==> config.mk <==
export PLATFORM = sky130hd
export DESIGN_NAME = counting_semaphore_fifo_wait_unit
export DESIGN_NICKNAME = d
export VERILOG_FILES = /design/src/rtl/csfw_pkg.sv /design/src/rtl/csfw_ctrl.sv /design/src/rtl/csfw_dp.sv /design/src/rtl/counting_semaphore_fifo_wait_unit.sv
export SDC_FILE = /design/constraint.sdc
export NUM_CORES = 1
export LEC_CHECK = 0
export BUFFER_PORTS_ARGS = -buffer_cell sky130_fd_sc_hd__buf_2
export CAP_MARGIN = 20
export CORE_MARGIN = 2
export CORE_UTILIZATION = 61
export CTS_CLUSTER_DIAMETER = 120
export DETAILED_ROUTE_END_ITERATION = 8
export PLACE_DENSITY_LB_ADDON = 0.3
export SKIP_CTS_REPAIR_TIMING = 1
export SLEW_MARGIN = 20
export SYNTH_ARGS = -nofsm -noshare
export SYNTH_HDL_FRONTEND = slang
export SYNTH_SLANG_ARGS = --single-unit
==> constraint.sdc <==
create_clock -name clk -period 4.1 [get_ports clk]
set_clock_uncertainty 0.2 [all_clocks]
set_input_delay 0.41 -clock clk [delete_from_list [all_inputs] [get_ports clk]]
set_output_delay 0.41 -clock clk [all_outputs]
set_load 0.01 [all_outputs]
==> src/rtl/csfw_pkg.sv <==
// package for the counting semaphore with fifo wait queue: constants, words, control types
`timescale 1ns / 1ps
package csfw_pkg;

	localparam int QUEUE_DEPTH = 16;
	localparam int ID_BITS = 8;
	localparam int PTR_W = $clog2(QUEUE_DEPTH);
	localparam int OCC_W = $clog2(QUEUE_DEPTH + 1);
	localparam int HELD_W = 9;
	localparam int COUNT_W = 8;
	localparam logic [COUNT_W-1:0] INIT_RESET = COUNT_W'(1);

	typedef enum logic {
		OP_WAIT   = 1'b0,
		OP_SIGNAL = 1'b1
	} op_e;

	typedef enum logic [1:0] {
		STAT_OK   = 2'd0,
		STAT_FULL = 2'd1,
		STAT_SAT  = 2'd2
	} status_e;

	typedef enum logic {
		ST_IDLE = 1'b0,
		ST_RESP = 1'b1
	} state_t;

	typedef struct packed {
		logic       op;
		logic [7:0] requester_id;
	} req_t;

	typedef struct packed {
		logic       granted;
		logic       queued;
		logic       woken_valid;
		logic [7:0] woken_id;
		logic [1:0] status;
	} rsp_t;

	// controller to datapath
	typedef struct packed {
		logic    load;
		logic    grant;
		logic    push;
		logic    pop;
		logic    release_tok;
		status_e status;
	} cmd_t;

	// datapath to controller
	typedef struct packed {
		logic tok_free;
		logic q_empty;
		logic q_full;
		logic held_min;
	} stat_t;

endpackage

==> src/rtl/csfw_ctrl.sv <==
// controller: decodes each accepted request into datapath commands and times the result strobe
`timescale 1ns / 1ps
module csfw_ctrl (
	input  logic            clk,
	input  logic            arst_n,
	input  logic            start,
	input  logic            op,
	input  csfw_pkg::stat_t stat,
	output csfw_pkg::cmd_t  cmd,
	output logic            busy,
	output logic            done
);
	import csfw_pkg::*;

	state_t state_q, state_d;

	always_ff @(posedge clk or negedge arst_n) begin
		if (!arst_n) begin
			state_q <= ST_IDLE;
		end else begin
			state_q <= state_d;
		end
	end

	always_comb begin
		cmd = '0;
		cmd.status = STAT_OK;
		state_d = ST_IDLE;
		// busy is never raised, so a new request can always be taken
		busy = 1'b0;
		done = (state_q == ST_RESP);
		if (start) begin
			state_d = ST_RESP;
			cmd.load = 1'b1;
			case (op_e'(op))
				OP_WAIT: begin
					if (stat.tok_free) begin
						cmd.grant = 1'b1;
					end else if (!stat.q_full) begin
						cmd.push = 1'b1;
					end else begin
						cmd.status = STAT_FULL;
					end
				end
				OP_SIGNAL: begin
					if (!stat.q_empty) begin
						cmd.pop = 1'b1;
					end else if (!stat.held_min) begin
						cmd.release_tok = 1'b1;
					end else begin
						cmd.status = STAT_SAT;
					end
				end
				default: begin
					cmd.status = STAT_OK;
				end
			endcase
		end
	end

endmodule

==> src/rtl/csfw_dp.sv <==
// datapath: token count, wait queue storage and pointers, result word register
`timescale 1ns / 1ps
module csfw_dp (
	input  logic                       clk,
	input  logic                       arst_n,
	input  logic                       cfg_we,
	input  logic [7:0]                 cfg_wdata,
	input  logic [csfw_pkg::ID_BITS-1:0] push_id,
	input  csfw_pkg::cmd_t             cmd,
	output csfw_pkg::stat_t            stat,
	output csfw_pkg::rsp_t             rsp
);
	import csfw_pkg::*;

	logic [COUNT_W-1:0] init_q;
	logic [HELD_W-1:0]  held_q;
	logic [PTR_W-1:0]   head_q, tail_q;
	logic [OCC_W-1:0]   occ_q;
	logic [ID_BITS-1:0] wait_mem [QUEUE_DEPTH];
	rsp_t               rsp_q;

	function automatic logic [PTR_W-1:0] ptr_inc(input logic [PTR_W-1:0] p);
		return (p == PTR_W'(QUEUE_DEPTH - 1)) ? '0 : p + 1'b1;
	endfunction

	always_comb begin
		stat.tok_free = ($signed(held_q) < $signed({1'b0, init_q}))
			&& ($signed(held_q) < $signed(HELD_W'(255)));
		stat.q_empty  = (occ_q == '0);
		stat.q_full   = (occ_q == OCC_W'(QUEUE_DEPTH));
		stat.held_min = (held_q == {1'b1, {(HELD_W-1){1'b0}}});
	end

	always_ff @(posedge clk or negedge arst_n) begin
		if (!arst_n) begin
			init_q <= INIT_RESET;
			held_q <= '0;
			head_q <= '0;
			tail_q <= '0;
			occ_q  <= '0;
		end else begin
			if (cfg_we) begin
				init_q <= cfg_wdata;
			end
			if (cmd.grant) begin
				held_q <= held_q + 1'b1;
			end else if (cmd.release_tok) begin
				held_q <= held_q - 1'b1;
			end
			if (cmd.push) begin
				tail_q <= ptr_inc(tail_q);
				occ_q  <= occ_q + 1'b1;
			end else if (cmd.pop) begin
				head_q <= ptr_inc(head_q);
				occ_q  <= occ_q - 1'b1;
			end
		end
	end

	always_ff @(posedge clk) begin
		if (cmd.push) begin
			wait_mem[tail_q] <= push_id;
		end
		if (cmd.load) begin
			rsp_q <= '{
				granted:     cmd.grant,
				queued:      cmd.push,
				woken_valid: cmd.pop,
				woken_id:    (cmd.pop ? 8'(wait_mem[head_q]) : 8'd0),
				status:      cmd.status
			};
		end
	end

	assign rsp = rsp_q;

endmodule

==> src/rtl/counting_semaphore_fifo_wait_unit.sv <==
// top level of the counting semaphore with fifo wait queue
//
// usage:
//   requests come in on req (op: wait or signal, requester_id) and are taken
//   at a clock edge where start is high and busy is low. busy stays low: the
//   decode, token count update and queue push or pop all take effect at the
//   edge where the request is taken, so a request can be issued every cycle.
//   each request yields exactly one result word on rsp, shown for one cycle
//   with done high, in the cycle right after the request was taken. the
//   receiver cannot stall; a word not taken in its cycle is gone.
//   a wait is granted while held tokens stay below initial_count, otherwise
//   its id is queued, or dropped with status full when the 16-deep queue is
//   full. a signal wakes the queue head if any, else returns a token, with
//   status saturated when the held count sits at its negative bound.
//   initial_count is written through cfg_we / cfg_wdata while idle.
//   reset: held count 0, queue empty, initial_count 1; queue storage is not
//   cleared and is only read once written.
`timescale 1ns / 1ps
module counting_semaphore_fifo_wait_unit (
	input  logic           clk,
	input  logic           arst_n,
	input  logic           start,
	output logic           busy,
	input  csfw_pkg::req_t req,
	input  logic           cfg_we,
	input  logic [7:0]     cfg_wdata,
	output logic           done,
	output csfw_pkg::rsp_t rsp
);
	import csfw_pkg::*;

	cmd_t  cmd;
	stat_t stat;

	csfw_ctrl u_ctrl (
		.clk    (clk),
		.arst_n (arst_n),
		.start  (start),
		.op     (req.op),
		.stat   (stat),
		.cmd    (cmd),
		.busy   (busy),
		.done   (done)
	);

	csfw_dp u_dp (
		.clk       (clk),
		.arst_n    (arst_n),
		.cfg_we    (cfg_we),
		.cfg_wdata (cfg_wdata),
		.push_id   (req.requester_id[ID_BITS-1:0]),
		.cmd       (cmd),
		.stat      (stat),
		.rsp       (rsp)
	);

endmodule
== Word-level counts from Yosys, hierarchy flattened ==
Memories as Yosys holds them, arrays and structs flattened. A register that Yosys moved wholly into a read port is not among the register bits.
Index checks and enable logic that the tools add are counted.

* Logic and storage cells: 53
* Memory bits (read-only): 0
* Latch bits: 0
* Register bits: 36
* Memories: 1
* RAM bits: 128
* Output and inout port bits: 15
* Input port bits: 21

* Magnitude comparators: 2
* Bitwise gates (word level): 2
* Reduce and logical (&&, ||, !) cells: 6
* Equality and inequality tests: 4
* Muxes and demuxes: 22
* Add/sub/neg operators: 6
* Divide/modulo/power cells: 0
* Shift operators: 0
* $mul: 0

{| class="wikitable"
|+ Memory list
! memory !! depth !! width !! rd ports !! clocked after memory_dff !! write ports !! RTL line !! RTL
|-
| u_dp.wait_mem || 16 || 8 || 1 || 1 || 1 || csfw_dp.sv:19 || <nowiki>logic [ID_BITS-1:0] wait_mem [QUEUE_DEPTH];</nowiki>
|}

{| class="wikitable"
|+ Operators with widths
! cell !! count
|-
| 2-to-1 mux 9 bit || 2
|-
| 2-to-1 mux 5 bit || 2
|-
| adder 9 x 1 -> 9 bit (second input constant) || 1
|-
| == test 9 bit (second input constant) || 1
|-
| < comparator 9 bit || 1
|-
| < comparator 9 bit (second input constant) || 1
|-
| 2-to-1 mux 1 bit || 9
|-
| subtractor 9 x 1 -> 9 bit (second input constant) || 1
|-
| adder 4 x 1 -> 4 bit (second input constant) || 2
|-
| == test 4 bit (second input constant) || 2
|-
| 2-to-1 mux 2 bit || 4
|-
| 2-to-1 mux 4 bit || 2
|-
| 2-to-1 mux 7 bit || 1
|-
| adder 5 x 1 -> 5 bit (second input constant) || 1
|-
| == test 5 bit (second input constant) || 1
|-
| logical NOT 5 bit || 1
|-
| subtractor 5 x 1 -> 5 bit (second input constant) || 1
|-
| one-hot mux 2 bit (2 select lines) || 1
|-
| nonzero test 2 bit || 2
|-
| 2-to-1 mux 3 bit || 1
|-
| inverter 1 bit || 2
|-
| AND reduction 2 bit || 1
|-
| logical AND 1 bit || 1
|-
| logical NOT 1 bit || 1
|}

== Longest topological paths before layout ==
Gate-level depths: netlist of the first run.

* Depth in word-level cells: 7
* Depth in mapped cells: 14

== Modules after synthesis ==
Synthesis of the first run repeated with hierarchy kept, for this count alone.

* Cells, all modules: 494
* Area, all modules: 7554.7 um^2

{| class="wikitable"
|+ Modules (own cells, without submodules)
! module !! cells each !! area each (um^2) !! times used
|-
| csfw_dp || 484 || 7442.1 || 1
|-
| csfw_ctrl || 10 || 112.6 || 1
|}

== Worst setup path after synthesis of the first run ==
Ideal clock, no wire load.

* Path type: register to register
* Start: reg u_dp.held_q[7]
* End: reg u_dp.held_q[8]
* Stages on the path, launching flop included: 13
* Period minus slack after synthesis: 3.198 ns
* Data required time: 3.772 ns
* Setup slack: 0.902 ns
* Data arrival time: 2.869 ns
* Path through: dfrtp_1 -> ha_1 -> and3_1 -> and3_1 -> a21bo_2 -> a2bb2oi_2 -> ha_1 -> nor2b_1 -> o2111ai_1 -> nand3_1 -> o41a_1 -> mux2i_1 -> xor2_1

* Longest elaborated chain between the ends: 6

{| class="wikitable"
|+ RTL lines
! item !! RTL line !! RTL
|-
| start, declared || csfw_dp.sv:16 || <nowiki>logic [HELD_W-1:0] held_q;</nowiki>
|-
| start signal, assigned || csfw_dp.sv:46 || <nowiki>held_q <= held_q + 1'b1;</nowiki>
|-
| start signal, assigned || csfw_dp.sv:48 || <nowiki>held_q <= held_q - 1'b1;</nowiki>
|-
| < comparator 9 bit, or another cell as far along || csfw_dp.sv:27 || <nowiki>stat.tok_free = ($signed(held_q) < $signed({1'b0, init_q}))</nowiki>
|-
| logical AND 1 bit / 2-to-1 mux 1 bit (equally long branches) || csfw_dp.sv:28, csfw_ctrl.sv:48 ||
|-
| 2-to-1 mux 1 bit / 2-to-1 mux 3 bit (equally long branches) || csfw_ctrl.sv:37, csfw_ctrl.sv:46 ||
|-
| 2-to-1 mux 2 bit || csfw_ctrl.sv:35 || <nowiki>case (op_e'(op))</nowiki>
|-
| 2-to-1 mux 7 bit || csfw_ctrl.sv:32 || <nowiki>if (start) begin</nowiki>
|-
| 2-to-1 mux 9 bit / nonzero test 2 bit (equally long branches) || -- ||
|}

Several ways; a longest one is shown, not always the timed one. The select of a mux whose other input is x is not followed.
A chain may end at the register's enable or synchronous reset.

==> results of run 1 <==
## cells by family (layout without fill, tap and decap cells)
kind of cell	Yosys count	in the layout
xor gates and xnor gates	14	14
and+or+nand+nor	87	87
other	1	1
adders and majority gates	24	24
AOI/OAI and AO/OA	39	39
muxes	52	52
buffers and inverters	35	99
DFF	172	172
## final cells by class
class,count,share of cell area (%)
multi-input cells,217,26.30
inverters,20,0.9068
clock inverters,15,1.632
clock buffers,17,5.138
repair buffers,47,3.264
flip-flops and latches,172,60.54
well taps,147,2.222
## report_power, final
group	switching (uW)	internal (uW)	leakage, uW
Sequential	227	2060	0.00165
Combinational	767	820	0.00109
Clock	677	845	0.000277
## worst register-to-register path: stages, from the launching register on
cell and delay [ns]:
dfrtp_1 0.42, ha_1 0.31, and3_1 0.17, and3_1 0.15, a21bo_2 0.19, a2bb2oi_2 0.43, inv_1 0.16, fa_1 0.47
nor2b_1 0.20, o2111ai_1 0.13, nand3_1 0.11, o41a_1 0.14, mux2i_1 0.21, xor2_1 0.16
## per-stage QoR
step	cells	utilization [%]	total power, uW	hold WS [ns]
after global placement	602	64.72	3843	0.2868
after global routing	635	69.51	5674	0.005552
after floorplan	424	-	3538	-0.08559
after CTS	634	69.42	5423	-0.1464
after detailed placement	602	64.72	3898	0.2881
final	635	69.51	5399	-0.002031
## sequential cells by signal, indices dropped and copies added (netlist names)
name	flops
u_dp.init_q	8
u_dp.wait_mem	128
u_ctrl.done	1
u_dp.head_q	4
u_dp.rsp	13
u_dp.held_q	9
u_dp.occ_q	5
u_dp.tail_q	4
## final timing paths
kind                           startpoint        endpoint  slack [ns]  cells past startpoint
min reg2reg                 u_dp.occ_q[4]   u_dp.occ_q[4]        0.30                      1
max reg2reg                u_dp.held_q[7]  u_dp.held_q[8]        0.57                     13
min in group asynchronous          arst_n  u_dp.init_q[6]        0.37                      2
max in group asynchronous          arst_n  u_dp.head_q[0]        2.83                      2
max                        u_dp.held_q[7]  u_dp.held_q[8]        0.57                     13
min                          cfg_wdata[6]  u_dp.init_q[6]      -0.002                      3
## cells in the final DEF, fill, tap and decap left out, types with 2 or more instances in the layout
master,n
edfxtp_1,141
mux4_2,37
buf_2,34
dfrtp_1,29
nand2_1,22
ha_1,22
inv_1,19
clkbuf_16,17
o21ai_0,15
nor2_1,15
buf_4,12
xnor2_1,11
and2_1,10
nand3_1,9
mux2_2,9
a21oi_1,8
nor3_1,8
and3_1,6
nor4_1,5
a21o_1,4
inv_6,4
nor2b_1,3
mux4_1,3
xor2_1,3
nand4_1,3
mux2i_1,3
clkinv_2,3
and4_1,2
o211ai_1,2
o41ai_1,2
fa_1,2
inv_8,2
clkinv_1,2
clkinv_4,2
## metal layers
layer | up-vias | track usage, % | wire length [um]
met5 | - | 0 | 0
met3 | 19 | 5.685 | 902
met1 | 1961 | 33.45 | 6107
li1 | 1762 | - | -
met2 | 174 | 35.85 | 6732
met4 | 0 | 7.967 | 196
==> out/qor.txt, run 1 <==
Syn nets: 469
Initial antenna violation count: 0
Vias in the first global route: 3801
WL/cell: 21.95 um
Syn Inst Count: 424
Multi-input logic area: 2177 sq um
Worst-path fanout max: 10
Post-DP Area: 7709 sq um
Clock tree sinks: 172
Final Instance Area: 8279 sq um
H-tree levels: 4
Nets@finish: 520
Synth cell count leaders: edfxtp_1 (141), mux4_2 (37), dfrtp_1 (30), ha_1 (22), nand2_1 (22)
Clock slew at reported path FFs: 0.07 ns
Top-count cell post-synth: edfxtp_1
Endpoints failing setup: 0
Adder-cell area share of the yosys netlist: 4.286%
Synth area leader: edfxtp_1
Core Area: 11910 sq um
Place WS: 0.5730 ns
Status: finished with violations
Crit end category: register
Area growth, synth to finish: 12.53%
Worst IR Drop VDD: 434.0 uV
DR vias/cell: 6.167
Final TNS setup: 0 ns
Post-synthesis cell area: 7357 sq um
Yosys warning total: 0
DR vias: 3916
Dominant cells by area after synthesis: edfxtp_1 (58%), mux4_2 (11%), dfrtp_1 (10%)
Slowest cell on crit path: fa_1
FF+latch count, synth: 172
Proportion of layout cells with a drive suffix above 1: 26.64%
Fmax: 0.2832 GHz
Sequential cell area: 5012 sq um
Startpoint types: register
Max Cap Viol: 0
Yosys cell types: 46
Synth Area in Simple Gates: 5.935%
Top_reg_cell synth: edfxtp_1
Num CTS Buffers: 17
Post-synthesis mux area share: 14.18%
Min Tclk post-route: 3.531 ns
Max clock buf depth: 2
Grt total ovfl: 0
Skew-Pair Late Insertion Delay: 0.42 ns
Max-slew violations: 0
Worst-Margin Slew: 0.8829 ns
Die area: 12960 sq um
Global placer's final weighted congestion: 0.8354
WP buf/inv: 1
Worst Path Arrival: 3.68 ns
Post-synthesis sequential area ratio: 68.11%
CTS Root Buffer Type: clkbuf_16
DP Wirelength: 8730 um
Ys async rst share: 18.02%
DR pass1 iterations: 5
DRC violations left: 0
Fin Hold WS: -0.002031 ns
Hold violation total from the final report: 1
First-pass GRT wire length: 21530 um
Row cnt: 40
CTS tree: built
Leak Pwr: 0.003016 uW
IO Pins: 36
# fillers: 752
Final period util: 86.12%
Relative slew margins: 40.92%
RSZ-0062 raised after global routing: false
ANT cells: 0
Synth Area per Inst: 17.35 sq um
Post-Synth XOR/XNOR Area: 1.667%
Min-Delay Path Class: input port to register
Crit-path most repeated cell: and3_1
EDFF count, synth: 141
PwrDens: 652.1 nW/um^2
Fin worst setup slack: 0.5689 ns
Global Route Usage Sum: 23.29%
PortBufs: 34
Req. time, crit path: 4.25 ns
Height of the die: 113.8 um
Drt first-iter violations: 395
Top-area cell type share of the netlist area: 57.55%
DRT antenna net count: 0
Largest net degree at the start of global routing: 37
Largest stage delay, worst path: 0.47 ns
Total wire length: 13940 um
Cell Chain, Critical Path: ha_1 > and3_1 > and3_1 > a21bo_2 > a2bb2oi_2 > inv_1 > fa_1 > nor2b_1 > o2111ai_1 > nand3_1 > o41a_1 > mux2i_1 > xor2_1
Crit Path Class: register to register
Synth Area in Compound Gates: 3.469%
Die W: 113.8 um
Failing checks: negative hold slack
Starting Density: 61.76%
Main combinational cell family by area after synthesis: multiplexers
Critical path's top delay family: compound AO/OA/AOI/OAI gates
No activity file was read; power rests on OpenSTA's default activity.
==> run 2: changes to the inputs <==
--- a/config.mk
+++ b/config.mk
@@ -7,8 +7,10 @@
 export LEC_CHECK = 0
 export BUFFER_PORTS_ARGS = -buffer_cell sky130_fd_sc_hd__buf_2
 export CAP_MARGIN = 20
+export CELL_PAD_IN_SITES_DETAIL_PLACEMENT = 1
+export CELL_PAD_IN_SITES_GLOBAL_PLACEMENT = 2
 export CORE_MARGIN = 2
-export CORE_UTILIZATION = 61
+export CORE_UTILIZATION = 46
 export CTS_CLUSTER_DIAMETER = 120
 export DETAILED_ROUTE_END_ITERATION = 8
 export PLACE_DENSITY_LB_ADDON = 0.3
==> out/qor.txt, run 2 (synthesis gave the netlist of run 1 again) <==
CTS Root Buffer Type: clkbuf_16
Worst Path Arrival: 3.79 ns
Fin worst setup slack: 0.4503 ns
Num CTS Buffers: 17
Max reg flops: 128
Worst-path fanout max: 10
Slowest cell on crit path: fa_1
Min Tclk post-route: 3.650 ns
Die area: 17020 sq um
Req. time, crit path: 4.24 ns
Total chip power: 5449 uW
Endpoints failing setup: 0
Height of the die: 130.5 um
Min-Delay Path Class: input port to register
DR vias/cell: 5.523
Final TNS setup: 0 ns
Leak Pwr: 0.003000 uW
Core Area: 15770 sq um
Initial antenna violation count: 1
PwrDens: 652.9 nW/um^2
Starting Density: 46.65%
IO Pins: 36
Worst IR Drop VDD: 359.6 uV
Vias in the first global route: 4113
Fmax: 0.2740 GHz
Place WS: 0.4894 ns
Largest net degree at the start of global routing: 33
Critical path's top delay family: compound AO/OA/AOI/OAI gates
Largest stage delay, worst path: 0.49 ns
Most common cell after layout, fill and taps aside: edfxtp_1
Crit end category: register
Clock slew at reported path FFs: 0.07 ns
RSZ-0062 raised after global routing: false
Worst-Margin Slew: 0.8770 ns
Startpoint types: register
First-pass GRT wire length: 23600 um
WP buf/inv: 1
Max-slew violations: 0
CTS tree: built
Skew-Pair Late Insertion Delay: 0.42 ns
DRC violations left: 0
ANT cells: 0
Total wire length: 15130 um
Cell Chain, Critical Path: ha_1 > and3_1 > and3_1 > a21bo_2 > a2bb2oi_2 > inv_1 > fa_1 > nor2b_1 > o2111ai_1 > nand3_1 > o41a_1 > mux2i_1 > xor2_1
WL/cell: 21.61 um
DP Wirelength: 10170 um
DR vias: 3866
Max Cap Viol: 0
Global placer's final weighted congestion: 0.7626
Row cnt: 46
Grt total ovfl: 0
Relative slew margins: 41.32%
H-tree levels: 4
DR pass1 iterations: 4
Max clock buf depth: 2
Status: complete, no violations
Proportion of layout cells with a drive suffix above 1: 26.03%
Area growth, synth to finish: 13.45%
DRT antenna net count: 0
PortBufs: 34
Most frequent cells in the layout: edfxtp_1 (141), mux4_2 (37), buf_2 (34)
Crit Path Class: register to register
Nets@finish: 518
Clock tree sinks: 172
Crit-path most repeated cell: and3_1
Hold violation total from the final report: 0
Global Route Usage Sum: 19.23%
Largest reg by FF count: u_dp.wait_mem
Die W: 130.5 um
Drt first-iter violations: 228
Final period util: 89.02%
run 2: cell types whose count changed in the layout (fill, tap and decap cells not counted):
| cell | delta |
|---|---|
| clkbuf_1 | +1 |
| clkinv_4 | +1 |
| clkinv_1 | -1 |
| inv_6 | -1 |
| buf_4 | -3 |
| clkinv_2 | -1 |
| inv_8 | -1 |
| buf_12 | +1 |
run 2: final cells by class:
type                       instances  area [sq um]
clock buffer                      18         429.2
clock inverter                    12         115.1
fill                            1511          7423
inverter                          20         75.07
multi-input combinational        217          2177
sequential                       172          5012
tap                              216         270.3
timing repair buffer              45         267.8
run 2: final timing paths:
path | from | to | slack [ns] | cells past startpoint
hold / removal | cfg_wdata[3] | u_dp.init_q[3] | 0.001 | 3
min in group asynchronous | arst_n | u_dp.held_q[6] | 0.39 | 2
setup reg to reg | u_dp.held_q[7] | u_dp.held_q[8] | 0.45 | 13
setup / recovery | u_dp.held_q[7] | u_dp.held_q[8] | 0.45 | 13
max in group asynchronous | arst_n | u_dp.head_q[0] | 2.76 | 2
hold reg to reg | u_dp.occ_q[4] | u_dp.occ_q[4] | 0.33 | 1
run 2: worst reg2reg max path: cells and delay by family, from the launching register on:
kind / cells / cell delay (ns)
XOR/XNOR: 1 / 0.18
AO/OA/AOI/OAI: 4 / 0.94
multiplexers: 1 / 0.21
flip-flops: 1 / 0.44
buffers and inverters: 1 / 0.17
adder cells (fa/ha/maj): 2 / 0.81
AND/OR/NAND/NOR: 4 / 0.63
run 2: metrics by stage:
stage               instances  hold WS (ns)  cell area (sq um)  utilization, %
floorplan                 424      -0.08559               7357               -
detailed placement        669        0.3243               7792           49.41
finish                    700     0.0009760               8347           52.93
global placement          669        0.2881               7792           49.41
global route              700      0.003700               8347           52.93
CTS                       699       -0.1099               8337           52.86
run 2: power by group:
| group | switching [uW] | total, uW | internal [uW] |
|---|---|---|---|
| combinational | 801 | 1630 | 830 |
| clock | 676 | 1510 | 838 |
| sequential | 242 | 2300 | 2060 |
| total | 1720 | 5450 | 3730 |
run 2: routing by layer:
| metal | vias up | share of wire [%] | global-route usage, % |
|---|---|---|---|
| met2 | 84 | 49 | 30.95 |
| li1 | 1749 | - | - |
| met4 | 2 | 1.6 | 7.259 |
| met3 | 19 | 4.0 | 3.257 |
| met5 | - | 0.086 | 0 |
| met1 | 2012 | 45 | 26.70 |
==> run 3: changes to the inputs <==
--- a/config.mk
+++ b/config.mk
@@ -10,10 +10,11 @@
 export CELL_PAD_IN_SITES_DETAIL_PLACEMENT = 1
 export CELL_PAD_IN_SITES_GLOBAL_PLACEMENT = 2
 export CORE_MARGIN = 2
-export CORE_UTILIZATION = 46
-export CTS_CLUSTER_DIAMETER = 120
+export CORE_UTILIZATION = 50
+export CTS_CLUSTER_DIAMETER = 40
 export DETAILED_ROUTE_END_ITERATION = 8
 export PLACE_DENSITY_LB_ADDON = 0.3
+export RECOVER_POWER = 50
 export SKIP_CTS_REPAIR_TIMING = 1
 export SLEW_MARGIN = 20
 export SYNTH_ARGS = -nofsm -noshare
==> constraint.sdc (replaced) <==
create_clock -name clk -period 4.42 [get_ports clk]
set_clock_uncertainty 0.2 [all_clocks]
set_input_delay 0.442 -clock clk [delete_from_list [all_inputs] [get_ports clk]]
set_output_delay 0.442 -clock clk [all_outputs]
set_load 0.01 [all_outputs]
==> out/qor.txt, run 3 (synthesis gave the netlist of run 1 again) <==
Req. time, crit path: 4.58 ns
Relative slew margins: -18.59%
Area growth, synth to finish: 13.18%
Leak Pwr: 0.002983 uW
Failing checks: max-capacitance violations, max-slew violations
Global Route Usage Sum: 20.37%
DRT antenna net count: 0
Final TNS setup: 0 ns
Vias in the first global route: 4135
DR vias/cell: 5.688
PortBufs: 34
Nets@finish: 517
CTS Root Buffer Type: clkbuf_16
Most frequent cells in the layout: edfxtp_1 (141), mux4_2 (37), dfrtp_1 (28)
Worst Path Arrival: 3.78 ns
Proportion of layout cells with a drive suffix above 1: 24.33%
DRC violations left: 0
DP Wirelength: 10090 um
Crit Path Class: register to register
Clock slew at reported path FFs: 0.07 ns
Drt first-iter violations: 257
Clock tree sinks: 172
Max reg flops: 128
Max clock buf depth: 2
DR vias: 3805
Starting Density: 50.81%
Startpoint types: register
Fmax: 0.2765 GHz
H-tree levels: 4
IO Pins: 36
Status: finished with violations
Grt total ovfl: 0
Largest reg by FF count: u_dp.wait_mem
DR pass1 iterations: 4
Worst IR Drop VDD: 297.5 uV
Post-DP Area: 7734 sq um
Die W: 125.3 um
Most common cell after layout, fill and taps aside: edfxtp_1
CTS tree: built
Core Area: 14480 sq um
Crit end category: register
Hold violation total from the final report: 0
Worst-Margin Slew: 1.779 ns
PwrDens: 610.8 nW/um^2
Initial antenna violation count: 0
First-pass GRT wire length: 23750 um
Skew-Pair Late Insertion Delay: 0.44 ns
Worst-path fanout max: 10
ANT cells: 0
Final period util: 81.81%
Num CTS Buffers: 17
# fillers: 1315
Total wire length: 14480 um
Final Instance Area: 8327 sq um
Largest net degree at the start of global routing: 37
Row cnt: 44
Min-Delay Path Class: input port to register
Die area: 15700 sq um
Endpoints failing setup: 0
Max-slew violations: 32
Max Cap Viol: 1
Height of the die: 125.3 um
Min Tclk post-route: 3.616 ns
Global placer's final weighted congestion: 0.7593
WL/cell: 21.65 um
Total chip power: 5086 uW
RSZ-0062 raised after global routing: false
-- run 3: cell types whose count changed in the layout (fill, tap and decap cells not counted), sizes merged --
cell / delta
clkbuf: +9
inv: +4
bufinv: -1
buf: -11
-- run 3: final cells by class --
cell class	instances	area, sq um	share of cell area (%)
flip-flops and latches	172	5014	60.21
multi-input cells	217	2177	26.15
clock buffers	17	425.4	5.109
repair buffers	44	235.2	2.825
well taps	184	230.2	2.765
clock inverters	15	170.2	2.044
inverters	20	75.07	0.9016
-- run 3: critical path, stage by stage, from the launching register on --
cell and delay (ns):
dfrtp_1 0.44, ha_1 0.31, and3_1 0.17, and3_1 0.16, a21bo_2 0.19, a2bb2oi_2 0.46, inv_1 0.17, fa_1 0.49
nor2b_1 0.19, o2111ai_1 0.13, nand3_1 0.11, o41a_1 0.15, mux2i_1 0.21, xor2_1 0.16
-- run 3: worst paths after layout --
path | endpoint | cells past startpoint | slack (ns) | start
setup / recovery | u_dp.held_q[8] | 13 | 0.80 | u_dp.held_q[6]
hold / removal | u_dp.init_q[4] | 3 | 0.03 | cfg_wdata[4]
setup reg to reg | u_dp.held_q[8] | 13 | 0.80 | u_dp.held_q[6]
hold reg to reg | u_dp.occ_q[4] | 1 | 0.31 | u_dp.occ_q[4]
max in group asynchronous | u_dp.head_q[0] | 2 | 2.05 | arst_n
min in group asynchronous | u_dp.init_q[7] | 2 | 0.82 | arst_n
-- run 3: routing by layer --
layer	up-vias	wire length (um)	GRT usage (%)
li1	1756	-	-
met1	1957	6897	29.31
met2	83	6824	31.39
met3	9	636	4.193
met4	0	121	7.320
met5	-	0	0
-- run 3: stage by stage --
stage	std cells	setup slack [ns]	hold WS (ns)	util (%)
finish	669	0.8038	0.02557	57.51
global route	669	0.5675	0.02694	57.51
CTS	668	0.8047	-0.1121	57.53
detailed placement	636	0.8343	0.3003	53.41
global placement	636	0.9405	0.2888	53.41
floorplan	424	1.222	-0.05359	-
-- run 3: power breakdown --
group / internal (uW) / leakage, uW / switching, uW
sequential: 1910 / 0.00165 / 278
combinational: 754 / 0.00104 / 680
clock: 761 / 0.000288 / 701
